## config.mk

```make
export PLATFORM = sky130hd
export DESIGN_NAME = sorted_priority_queue
export DESIGN_NICKNAME = d
export VERILOG_FILES = /design/src/design/spq_pkg.sv /design/src/design/spq_ram.sv /design/src/design/spq_dp.sv /design/src/design/spq_ctrl.sv /design/src/design/sorted_priority_queue.sv
export SDC_FILE = /design/constraint.sdc
export NUM_CORES = 1
export LEC_CHECK = 0
export BUFFER_PORTS_ARGS = -buffer_cell sky130_fd_sc_hd__buf_4
export CAP_MARGIN = 0
export CORE_MARGIN = 4
export CORE_UTILIZATION = 65
export CTS_CLUSTER_SIZE = 40
export DETAILED_ROUTE_END_ITERATION = 12
export PLACE_DENSITY = 0.83
export SYNTH_ARGS = -nofsm -noshare
export SYNTH_HDL_FRONTEND = slang
export SYNTH_HIERARCHICAL = 1
export SYNTH_SLANG_ARGS = --single-unit
```

## constraint.sdc

```tcl
create_clock -name clk_i -period 16.9 [get_ports clk_i]
set_clock_uncertainty 0.2 [all_clocks]
set_input_delay 2.535 -clock clk_i [delete_from_list [all_inputs] [get_ports clk_i]]
set_output_delay 2.535 -clock clk_i [all_outputs]
set_load 0.01 [all_outputs]
```

## src/design/spq_pkg.sv

```systemverilog
// Shared constants, types and a helper function of the sorted priority queue.
package spq_pkg;

  localparam int DEPTH   = 16;
  localparam int AW      = $clog2(DEPTH);
  localparam int CW      = $clog2(DEPTH + 1);
  localparam int DATA_W  = 32;
  localparam int PRIO_W  = 16;
  localparam int ENTRY_W = DATA_W + PRIO_W;
  localparam int OP_W    = 2;
  localparam int ST_W    = 2;
  localparam int OCC_W   = 5;

  localparam logic [OP_W-1:0] OP_ENQ  = 2'd0;
  localparam logic [OP_W-1:0] OP_DEQ  = 2'd1;
  localparam logic [OP_W-1:0] OP_PEEK = 2'd2;
  localparam logic [OP_W-1:0] OP_NOP  = 2'd3;

  localparam logic [ST_W-1:0] ST_OK       = 2'd0;
  localparam logic [ST_W-1:0] ST_OVERFLOW = 2'd1;
  localparam logic [ST_W-1:0] ST_EMPTY    = 2'd2;

  typedef enum logic [2:0] {
    RES_NONE,
    RES_OK,
    RES_OVERFLOW,
    RES_EMPTY,
    RES_FRONT
  } res_e;

  // Commands from the controller to the datapath.
  typedef struct packed {
    logic load;      // capture the incoming item, insertion point starts at the rear
    logic rd_front;  // read the front entry
    logic rd_prev;   // read the entry just ahead of the insertion point
    logic shift_wr;  // move the entry just read one place back
    logic item_wr;   // write the captured item at the insertion point
    logic pop;       // drop the front entry
    res_e res;       // which result to present
  } cmd_t;

  // Status from the datapath to the controller.
  typedef struct packed {
    logic empty;
    logic full;
    logic pos_one;
    logic greater;
  } stat_t;

  // Physical slot of a logical position in the ring, counted from the head.
  function automatic logic [AW-1:0] ring_addr(logic [AW-1:0] base, logic [AW-1:0] off);
    logic [AW:0] sum;
    sum = {1'b0, base} + {1'b0, off};
    if (sum >= (AW + 1)'(DEPTH)) begin
      sum = sum - (AW + 1)'(DEPTH);
    end
    return sum[AW-1:0];
  endfunction

endpackage

```

## src/design/spq_ram.sv

```systemverilog
// Generic single-write, single-read RAM with registered read data.
module spq_ram #(
  parameter int WIDTH = 8,
  parameter int DEPTH = 16
) (
  input  logic                     clk_i,
  input  logic                     we_i,
  input  logic [$clog2(DEPTH)-1:0] waddr_i,
  input  logic [WIDTH-1:0]         wdata_i,
  input  logic                     re_i,
  input  logic [$clog2(DEPTH)-1:0] raddr_i,
  output logic [WIDTH-1:0]         rdata_o
);

  logic [WIDTH-1:0] mem [DEPTH];
  logic [WIDTH-1:0] rdata_q;

  always_ff @(posedge clk_i) begin
    if (we_i) begin
      mem[waddr_i] <= wdata_i;
    end
    if (re_i) begin
      rdata_q <= mem[raddr_i];
    end
  end

  assign rdata_o = rdata_q;

endmodule

```

## src/design/spq_dp.sv

```systemverilog
// Datapath of the sorted priority queue: entry store, ring pointers and result registers.
module spq_dp (
  input  logic                              clk_i,
  input  logic                              rst_ni,
  input  spq_pkg::cmd_t                     cmd_i,
  input  logic signed [spq_pkg::DATA_W-1:0] item_data_i,
  input  logic signed [spq_pkg::PRIO_W-1:0] item_priority_i,
  output spq_pkg::stat_t                    stat_o,
  output logic [spq_pkg::ST_W-1:0]          status_o,
  output logic signed [spq_pkg::DATA_W-1:0] out_data_o,
  output logic signed [spq_pkg::PRIO_W-1:0] out_priority_o,
  output logic [spq_pkg::OCC_W-1:0]         occupancy_o
);

  logic [spq_pkg::AW-1:0] head_q, head_d;
  logic [spq_pkg::CW-1:0] count_q, count_d;
  logic [spq_pkg::AW-1:0] pos_q, pos_d;
  logic signed [spq_pkg::DATA_W-1:0] item_data_q;
  logic signed [spq_pkg::PRIO_W-1:0] item_prio_q;

  logic [spq_pkg::ST_W-1:0]          status_q;
  logic signed [spq_pkg::DATA_W-1:0] out_data_q;
  logic signed [spq_pkg::PRIO_W-1:0] out_prio_q;
  logic [spq_pkg::OCC_W-1:0]         occ_q;

  logic                          ram_we, ram_re;
  logic [spq_pkg::AW-1:0]        ram_waddr, ram_raddr;
  logic [spq_pkg::ENTRY_W-1:0]   ram_wdata, ram_rdata;
  logic signed [spq_pkg::DATA_W-1:0] rd_data;
  logic signed [spq_pkg::PRIO_W-1:0] rd_prio;

  spq_ram #(
    .WIDTH(spq_pkg::ENTRY_W),
    .DEPTH(spq_pkg::DEPTH)
  ) u_ram (
    .clk_i  (clk_i),
    .we_i   (ram_we),
    .waddr_i(ram_waddr),
    .wdata_i(ram_wdata),
    .re_i   (ram_re),
    .raddr_i(ram_raddr),
    .rdata_o(ram_rdata)
  );

  assign rd_data = ram_rdata[spq_pkg::ENTRY_W-1:spq_pkg::PRIO_W];
  assign rd_prio = ram_rdata[spq_pkg::PRIO_W-1:0];

  always_comb begin
    ram_re    = cmd_i.rd_front | cmd_i.rd_prev;
    ram_raddr = cmd_i.rd_front ? head_q
                               : spq_pkg::ring_addr(head_q, pos_q - spq_pkg::AW'(1));
    ram_we    = cmd_i.shift_wr | cmd_i.item_wr;
    ram_waddr = spq_pkg::ring_addr(head_q, pos_q);
    ram_wdata = cmd_i.shift_wr ? ram_rdata : {item_data_q, item_prio_q};
  end

  always_comb begin
    count_d = count_q;
    head_d  = head_q;
    pos_d   = pos_q;
    if (cmd_i.item_wr) begin
      count_d = count_q + spq_pkg::CW'(1);
    end else if (cmd_i.pop) begin
      count_d = count_q - spq_pkg::CW'(1);
      head_d  = spq_pkg::ring_addr(head_q, spq_pkg::AW'(1));
    end
    if (cmd_i.load) begin
      pos_d = spq_pkg::AW'(count_q);
    end else if (cmd_i.shift_wr) begin
      pos_d = pos_q - spq_pkg::AW'(1);
    end
  end

  always_comb begin
    stat_o.empty   = (count_q == '0);
    stat_o.full    = (count_q == spq_pkg::CW'(spq_pkg::DEPTH));
    stat_o.pos_one = (pos_q == spq_pkg::AW'(1));
    stat_o.greater = (rd_prio > item_prio_q);
  end

  always_ff @(posedge clk_i or negedge rst_ni) begin
    if (!rst_ni) begin
      head_q  <= '0;
      count_q <= '0;
    end else begin
      head_q  <= head_d;
      count_q <= count_d;
    end
  end

  always_ff @(posedge clk_i) begin
    pos_q <= pos_d;
    if (cmd_i.load) begin
      item_data_q <= item_data_i;
      item_prio_q <= item_priority_i;
    end
    occ_q <= spq_pkg::OCC_W'(count_d);
    unique case (cmd_i.res)
      spq_pkg::RES_NONE: begin
        status_q <= status_q;
      end
      spq_pkg::RES_OK: begin
        status_q   <= spq_pkg::ST_OK;
        out_data_q <= '0;
        out_prio_q <= '0;
      end
      spq_pkg::RES_OVERFLOW: begin
        status_q   <= spq_pkg::ST_OVERFLOW;
        out_data_q <= '0;
        out_prio_q <= '0;
      end
      spq_pkg::RES_EMPTY: begin
        status_q   <= spq_pkg::ST_EMPTY;
        out_data_q <= '0;
        out_prio_q <= '0;
      end
      spq_pkg::RES_FRONT: begin
        status_q   <= spq_pkg::ST_OK;
        out_data_q <= rd_data;
        out_prio_q <= rd_prio;
      end
      default: begin
        status_q <= status_q;
      end
    endcase
  end

  assign status_o       = status_q;
  assign out_data_o     = out_data_q;
  assign out_priority_o = out_prio_q;
  assign occupancy_o    = occ_q;

endmodule

```

## src/design/spq_ctrl.sv

```systemverilog
// Controller state machine of the sorted priority queue.
module spq_ctrl (
  input  logic                       clk_i,
  input  logic                       rst_ni,
  input  logic                       start_i,
  input  logic [spq_pkg::OP_W-1:0]   op_i,
  input  spq_pkg::stat_t             stat_i,
  output spq_pkg::cmd_t              cmd_o,
  output logic                       busy_o,
  output logic                       done_o
);

  typedef enum logic [2:0] {
    S_IDLE,
    S_ENQ_READ,
    S_ENQ_CMP,
    S_ENQ_LAST,
    S_FRONT_OUT
  } state_e;

  state_e state_q, state_d;
  logic   pop_q, pop_d;
  logic   done_q;

  always_comb begin
    cmd_o   = '0;
    cmd_o.res = spq_pkg::RES_NONE;
    state_d = state_q;
    pop_d   = pop_q;
    unique case (state_q)
      S_IDLE: begin
        if (start_i) begin
          unique case (op_i) inside
            spq_pkg::OP_ENQ: begin
              if (stat_i.full) begin
                cmd_o.res = spq_pkg::RES_OVERFLOW;
              end else begin
                cmd_o.load = 1'b1;
                state_d    = stat_i.empty ? S_ENQ_LAST : S_ENQ_READ;
              end
            end
            spq_pkg::OP_DEQ, spq_pkg::OP_PEEK: begin
              if (stat_i.empty) begin
                cmd_o.res = spq_pkg::RES_EMPTY;
              end else begin
                cmd_o.rd_front = 1'b1;
                pop_d          = (op_i == spq_pkg::OP_DEQ);
                state_d        = S_FRONT_OUT;
              end
            end
            spq_pkg::OP_NOP: begin
              cmd_o.res = spq_pkg::RES_OK;
            end
            default: begin
              cmd_o.res = spq_pkg::RES_OK;
            end
          endcase
        end
      end
      S_ENQ_READ: begin
        cmd_o.rd_prev = 1'b1;
        state_d       = S_ENQ_CMP;
      end
      S_ENQ_CMP: begin
        if (stat_i.greater) begin
          cmd_o.shift_wr = 1'b1;
          state_d        = stat_i.pos_one ? S_ENQ_LAST : S_ENQ_READ;
        end else begin
          cmd_o.item_wr = 1'b1;
          cmd_o.res     = spq_pkg::RES_OK;
          state_d       = S_IDLE;
        end
      end
      S_ENQ_LAST: begin
        cmd_o.item_wr = 1'b1;
        cmd_o.res     = spq_pkg::RES_OK;
        state_d       = S_IDLE;
      end
      S_FRONT_OUT: begin
        cmd_o.pop = pop_q;
        cmd_o.res = spq_pkg::RES_FRONT;
        state_d   = S_IDLE;
      end
      default: begin
        state_d = S_IDLE;
      end
    endcase
  end

  always_ff @(posedge clk_i or negedge rst_ni) begin
    if (!rst_ni) begin
      state_q <= S_IDLE;
      pop_q   <= 1'b0;
      done_q  <= 1'b0;
    end else begin
      state_q <= state_d;
      pop_q   <= pop_d;
      done_q  <= (cmd_o.res != spq_pkg::RES_NONE);
    end
  end

  assign busy_o = (state_q != S_IDLE);
  assign done_o = done_q;

endmodule

```

## src/design/sorted_priority_queue.sv

```systemverilog
// Top level of the sorted priority queue: controller and datapath.
//
// The block keeps up to DEPTH (data, priority) entries in ascending order of
// signed priority; entries of equal priority leave in arrival order.
// A command transfer happens at a rising edge where start_i is high and busy_o
// is low; op_i selects enqueue, dequeue, peek or no operation.
// Every command gives exactly one result, shown for one cycle with done_o high,
// carrying status_o, out_data_o, out_priority_o and occupancy_o. The receiver
// cannot stall, so the result transfer always completes in that cycle.
// Entries live in one RAM used as a ring: the head pointer moves on dequeue, so
// removal costs no shifting. No operation, overflow and underflow answer from idle;
// peek and dequeue first do one registered RAM read of the front entry. An enqueue
// into an empty store writes the item straight to the front; otherwise it walks
// from the rear, reading the entry ahead of the insertion point and then comparing
// it, moving it one place back while its priority is strictly larger; reading and
// comparing are separate steps, since the single RAM read port with registered
// data sets the pace. The item is written where the walk stops, or at the front.
// busy_o is low again in the cycle that shows the result, so the next command
// can transfer then. Reset empties the queue at once; stored words are not cleared.
module sorted_priority_queue (
  input  logic                              clk_i,
  input  logic                              rst_ni,
  input  logic                              start_i,
  output logic                              busy_o,
  input  logic [spq_pkg::OP_W-1:0]          op_i,
  input  logic signed [spq_pkg::DATA_W-1:0] item_data_i,
  input  logic signed [spq_pkg::PRIO_W-1:0] item_priority_i,
  output logic                              done_o,
  output logic [spq_pkg::ST_W-1:0]          status_o,
  output logic signed [spq_pkg::DATA_W-1:0] out_data_o,
  output logic signed [spq_pkg::PRIO_W-1:0] out_priority_o,
  output logic [spq_pkg::OCC_W-1:0]         occupancy_o
);

  // Commands flow from the controller; status such as empty, full and the
  // priority compare flows back.
  spq_pkg::cmd_t  cmd;
  spq_pkg::stat_t stat;

  spq_ctrl u_ctrl (
    .clk_i  (clk_i),
    .rst_ni (rst_ni),
    .start_i(start_i),
    .op_i   (op_i),
    .stat_i (stat),
    .cmd_o  (cmd),
    .busy_o (busy_o),
    .done_o (done_o)
  );

  spq_dp u_dp (
    .clk_i          (clk_i),
    .rst_ni         (rst_ni),
    .cmd_i          (cmd),
    .item_data_i    (item_data_i),
    .item_priority_i(item_priority_i),
    .stat_o         (stat),
    .status_o       (status_o),
    .out_data_o     (out_data_o),
    .out_priority_o (out_priority_o),
    .occupancy_o    (occupancy_o)
  );

endmodule

```

After elaboration in Yosys (flattened, before gate mapping)
Memories as Yosys holds them, arrays and structs flattened. A register that Yosys moved wholly into a read port is not among the register bits.
Index checks and enable logic that the tools add are counted.
Word-level totals
  flip-flop bits (word level): 121
  memory bits (writable): 768
  output and inout bits: 57
  logic and storage cells: 100
  memories: 1
Memory list
  u_dp.u_ram.mem: words 16, bits a word 48, rd ports 1, clocked after Yosys merged registers in 1, write ports 1, line spq_ram.sv:15  | logic [WIDTH-1:0] mem [DEPTH];
Cells by class
  $add $sub $neg: 9
  $lt $le $gt $ge: 4
  equality and inequality tests: 16
  multiplexer cells: 40
  bitwise gates (word level): 4
  reductions and logical operators: 14
Operators with widths (count)
  $pmux 32 s2: 1
  $mux 48: 1
  $pmux 16 s2: 1
  $mux 4: 6
  $gt 16x16->1: 1
  $sub 4x1->4 const B: 4
  $ge 5x5->1 const B: 3
  $mux 3: 5
  $eq 3x2->1 const B: 4
  $mux 1: 12
  $mux 2: 6
  $pmux 3 s2: 2
  $pmux 3 s4: 1
  $add 4x4->5: 2
  $mux 5: 2
  $pmux 3 s3: 1
  $reduce_bool 3->1: 3
  $reduce_and 4->1: 2
  $eq 3x1->1 const B: 2
  $eq 3x3->1 const B: 2
  $ne 3x3->1 const B: 2
  $pmux 2 s3: 1
  $add 4x1->5 const B: 1
  $add 5x1->5 const B: 1
  other kinds (17): 21

Logic depth before layout (Yosys ltp)
  depth in word-level cells: 8
  depth in mapped cells: 14
  depth with buffers taken out: 13

Cells and area by module
Netlist, hierarchy kept.
Modules (own cells, without submodules)
  spq_ram: instances 1, cells an instance 1242, area an instance 30171.4 um^2, seq. area each 24503.5 um^2
  spq_dp: instances 1, cells an instance 387, area an instance 5307.6 um^2, seq. area each 3388.2 um^2
  spq_ctrl: instances 1, cells an instance 45, area an instance 401.6 um^2, seq. area each 125.1 um^2

Worst setup path before layout
Ideal clock, no wire load.
  path kind: input -> register
  start: input start_i
  end: register u_dp/pos_q[2] (netlist bit), data pin
  data arrival time: 7.349 ns
  required time: 16.440 ns
  path slack: 9.091 ns
  cell stages on the path: 4
  path buffers: 1
  cells stage by stage: or4b_4 > nor3b_1 > clkbuf_1 > mux2_2
RTL lines
  from (decl): line sorted_priority_queue.sv:23  | input logic start_i,
  to (signal assigned): line spq_dp.sv:92  | pos_q <= pos_d;
  to (decl): line spq_dp.sv:17  | logic [spq_pkg::AW-1:0] pos_q, pos_d;

==> parameters.txt <==
Parameter                              Value

Synthesis
  Synth Cell Area    approximately 36000 sq um
  Post-synthesis cell type with the largest combined area    sky130_fd_sc_hd__edfxtp_1
  Post-synth EDFFs    between 900 and 1000
  Average cell area after synthesis    around 21 sq um
  Share of synthesized area spent on multiplexers    0.133
  Main combinational cell family by area after synthesis    multiplexers
  Most used DFF post-synth    sky130_fd_sc_hd__edfxtp_1
  Adder-cell share of the synthesized area    0.0119
  Synth Net Count    between 1500 and 2000
  Number of warnings reported in the yosys synthesis log    6
  Post-synth cell types    48
  Complex-gate fraction of the synthesized area    0.0281
  Share of flip-flops with an asynchronous set or reset    0.0149
  Flip-flop and latch count after synthesis    about 940
  Proportion of synthesized chip area in sequential cells    0.781
  Most common cell in the synthesized netlist    sky130_fd_sc_hd__edfxtp_1
  Parity-gate share of the synthesized area counting xor and xnor cells    0.00415
  Commonest cells post-synth    918 x sky130_fd_sc_hd__edfxtp_1, 192 x sky130_fd_sc_hd__mux4_2, 99 x sky130_fd_sc_hd__a22oi_1, 78 x sky130_fd_sc_hd__nand2_1, 51 x sky130_fd_sc_hd__and3_1
  Fraction of synthesized cell area taken by the top area cell type    0.768
  Synth area leaders    sky130_fd_sc_hd__edfxtp_1 77%, sky130_fd_sc_hd__mux4_2 12%, sky130_fd_sc_hd__a22oi_1 2.1%
  Synthesized netlist cell count    1674
  Basic-gate share of the synthesized area counting and, or, nand and nor cells    0.0283

Critical path
  Worst reg2reg path endpoint    u_dp/u_ram/mem[12][39]
  Worst Path Max Fanout    ~120
  Logic depth of the worst setup path including buffers    8
  Logic depth of the worst register-to-register path    12
  Critical Path, Cell by Cell    buf_4 -> or4b_4 -> nor2_4 -> mux2_8 -> buf_4 -> mux4_2 -> a22oi_1 -> nand2_1
  Type of the setup path with the least slack    in -> reg
  Library cell contributing the largest single delay on the critical path    sky130_fd_sc_hd__buf_4
  Buf+Inv Stages, Crit Path    2
  Reg-to-reg critical path startpoint    u_dp/u_ram/rdata_o[3]
  Peak per-stage delay on the critical path    between 900 and 1000 ps
  Critical Path End Type    register
  Startpoint of the worst setup timing path    start_i
  Data required time at the worst endpoint    approximately 17000 ps
  End of the critical path    u_dp/u_ram/rdata_o[35]
  Critical Path Start Type    primary input
  Setup slack, reg-to-reg    about 11000 ps
  Dominant cell type by count on the critical path    sky130_fd_sc_hd__buf_4
  Cell type group with the largest total delay on the critical path    multiplexers
  CP arrival    6310 ps

Power
  VDD IR max    0.328 mV
  Share of total power in combinational logic    0.373
  Switching power total    approximately 2.8 mW
  Internal Pwr Total    ~5.5 mW
  Cell Pwr Density    slightly above 200 nW/um^2
  Portion of total power attributed to sequential cells    0.379
  Leakage power of the design    13.5 nW
  Switching part of the total    0.339
  Part of the power in the clock network    0.248

Floorplanning
  Core area    between 50000 and 60000 sq um
  Die footprint    about 59000 sq um
  Site row count    85
  Die Span X    243 microns
  DIE HEIGHT    about 240 microns
  I/O Pins    110
  Initial cell density of the core    0.662

Clock network
  TritonCTS clock tree    done
  Number of gates resized after CTS    0
  Htree depth    3
  Cts bufs inserted    90
  Post-CTS repair timing setup buffer count    0
  Clock latency at the later pin of the worst-skew pair    between 600 and 700 ps
  Clock edge transition at the registers on the reported setup and hold paths    70 ps
  CTS sink cnt    between 900 and 1000
  Number of buffers between clock root and the deepest sink    3
  Root Driver    sky130_fd_sc_hd__clkbuf_16
  Hold bufs inserted after CTS    0

Timing
  Final Max Tran Viols    0
  Transition at the pin with the smallest max-transition slack    roughly 1400 ps
  Setup-failing EPs final    0
  Fin crit period    6150 ps
  Headroom to the max-slew limit    0.0665
  Ratio of final minimum period to clock period    0.364
  RSZ-0062 raised after global routing    no
  Fin. Hold Viols    0
  Max Clk Rate    approximately 160 MHz
  Setup total negative slack    0 ps

GRT
  Global-route wire length before repair    roughly 130000 microns
  Largest net degree at the start of global routing    125
  Remaining global-route overflow    0
  Number of antenna violations at the first check in global routing    2
  Number of global-route vias before repair    between 15000 and 20000
  Overall track demand over capacity in global routing    0.307

Detailed routing
  WL/cell    between 30 and 40 microns
  Overall via count from detail_route    18600
  Count of antenna-violating nets left after detailed routing    0
  Violation count after the first detailed-route iteration    about 3000
  Routed wire length    89500 microns
  Number of remaining DRC errors    0
  Router iterations before antenna repair    6
  Ratio of routed vias to standard cells    around 7.2

Outcome
  Status    finished clean

Finish
  Net total in the final layout    ~1900
  Fill cell instance count of the final layout    ~2700
  Number of cells in the finished layout apart from fillers    about 2600
  Antenna diode instance count    0
  Layout overhead on the synthesized area    13.4%
  Fraction of layout instances using a drive strength above 1    0.285

Hold path
  Tightest Hold Check Type    reg -> reg

Placed design
  Hpwl dp    between 30000 and 40000 microns
  Last weighted congestion value of the routability-driven placer    0.772
  Dpl cells    between 2000 and 2500
  Buffers added on ports    between 100 and 150

Run
  Max-capacitance violation count    0
==> cell type report <==
cell class	instances	area, sq um	area share
clock inverters	60	661	0.0162
multi-input cells	624	7550	0.185
repair buffers	150	1140	0.0280
well taps	696	871	0.0214
clock buffers	103	2340	0.0576
flip-flops and latches	937	28000	0.688
inverters	31	116	0.00286
==> routing by layer <==
metal  share of wire  global-route usage  routed length, microns
met5               0                   0                       0
met4           0.041               0.125                    3650
met3            0.12              0.0588                   10500
met2            0.50               0.502                   45000
met1            0.34               0.418                   30300
==> worst reg2reg max path, cell delays in order (launching register included) <==
cell                       delay (ps)
sky130_fd_sc_hd__edfxtp_1         450
sky130_fd_sc_hd__ha_1             340
sky130_fd_sc_hd__a21oi_1          290
sky130_fd_sc_hd__o221a_2          300
sky130_fd_sc_hd__o31ai_1          120
sky130_fd_sc_hd__a211oi_1         300
sky130_fd_sc_hd__a21oi_1          170
sky130_fd_sc_hd__nor2b_1          210
sky130_fd_sc_hd__nor2_1           490
sky130_fd_sc_hd__or2_2            270
sky130_fd_sc_hd__nand3_1          320
sky130_fd_sc_hd__nor3_2          1160
sky130_fd_sc_hd__buf_4            860
==> flip-flops by register name, summed over array words and instances, names as in the netlist <==
| signal | cells |
|---|---|
| u_ctrl/done_o | 1 |
| u_ctrl/pop_q | 1 |
| u_ctrl/state_q | 3 |
| u_dp/count_q | 5 |
| u_dp/head_q | 4 |
| u_dp/item_data_q | 32 |
| u_dp/item_prio_q | 16 |
| u_dp/occupancy_o | 5 |
| u_dp/out_data_o | 32 |
| u_dp/out_priority_o | 16 |
| u_dp/pos_q | 4 |
| u_dp/status_o | 2 |
| u_dp/u_ram/mem | 768 |
| u_dp/u_ram/rdata_o | 48 |
==> through the flow <==
| step | worst slack (ps) | hold WS (ps) | total power, mW | cell area, sq um | utilization |
|---|---|---|---|---|---|
| final | 10750 | 282 | 8.35 | 40700 | 0.750 |
| after detailed placement | 10130 | 269 | 6.18 | 37700 | 0.695 |
| after floorplan | 9090 | 250 | 5.29 | 35900 | - |
| after global routing | 10420 | 298 | 8.67 | 40700 | 0.750 |
| after CTS | 10710 | 283 | 8.35 | 40700 | 0.750 |
| after global placement | 10310 | 263 | 6.07 | 37700 | 0.695 |
==> kinds of logic after synthesis <==
| kind of cell | Yosys count |
|---|---|
| AO/OA/AOI/OAI | 144 |
| XOR/XNOR | 17 |
| multiplexers | 231 |
| AND/OR/NAND/NOR | 199 |
| adder cells (fa/ha/maj) | 33 |
| flip-flops | 937 |
| buffers and inverters | 113 |
==> worst min path at each step <==
stage                 start      endpoint  slack, ps  depth (start not counted)
2_1_floorplan  u_ctrl/pop_q  u_ctrl/pop_q        250                          1
3_3_place_gp   u_ctrl/pop_q  u_ctrl/pop_q        260                          1
3_5_place_dp   u_ctrl/pop_q  u_ctrl/pop_q        270                          1
4_1_cts        u_ctrl/pop_q  u_ctrl/pop_q        280                          1
5_1_grt        u_ctrl/pop_q  u_ctrl/pop_q        300                          1
6_report       u_ctrl/pop_q  u_ctrl/pop_q        280                          1
==> layout by cell type (no fill, tap or decap), types with 10 or more instances in the layout <==
| cell | synthesis | final |
|---|---|---|
| sky130_fd_sc_hd__and3_1 | 51 | 51 |
| sky130_fd_sc_hd__buf_4 | 18 | 149 |
| sky130_fd_sc_hd__nand2_1 | 78 | 78 |
| sky130_fd_sc_hd__o21ai_0 | 20 | 14 |
| sky130_fd_sc_hd__edfxtp_1 | 918 | 918 |
| sky130_fd_sc_hd__ha_1 | 31 | 31 |
| sky130_fd_sc_hd__mux2_2 | 35 | 34 |
| sky130_fd_sc_hd__xnor2_1 | 13 | 12 |
| sky130_fd_sc_hd__a22oi_1 | 99 | 99 |
| sky130_fd_sc_hd__nor2_4 | 1 | 15 |
| sky130_fd_sc_hd__clkinv_2 | 0 | 11 |
| sky130_fd_sc_hd__a21oi_1 | 10 | 10 |
| sky130_fd_sc_hd__inv_1 | 31 | 30 |
| sky130_fd_sc_hd__clkinv_1 | 0 | 22 |
| sky130_fd_sc_hd__clkbuf_16 | 0 | 92 |
| sky130_fd_sc_hd__mux4_2 | 192 | 192 |
| sky130_fd_sc_hd__clkbuf_1 | 38 | 11 |
| sky130_fd_sc_hd__bufinv_16 | 0 | 13 |
| sky130_fd_sc_hd__dfrtp_1 | 14 | 14 |
==> power by group through the flow <==
stage / Sequential, mW / Combinational [mW] / Clock, mW
after floorplan: 3.19 / 2.09 / 0
after CTS: 3.17 / 3.10 / 2.09
after detailed placement: 3.19 / 2.99 / 0
after global routing: 3.18 / 3.30 / 2.19
after global placement: 3.19 / 2.88 / 0
final: 3.17 / 3.11 / 2.07
(Power assumes the default switching activity.)
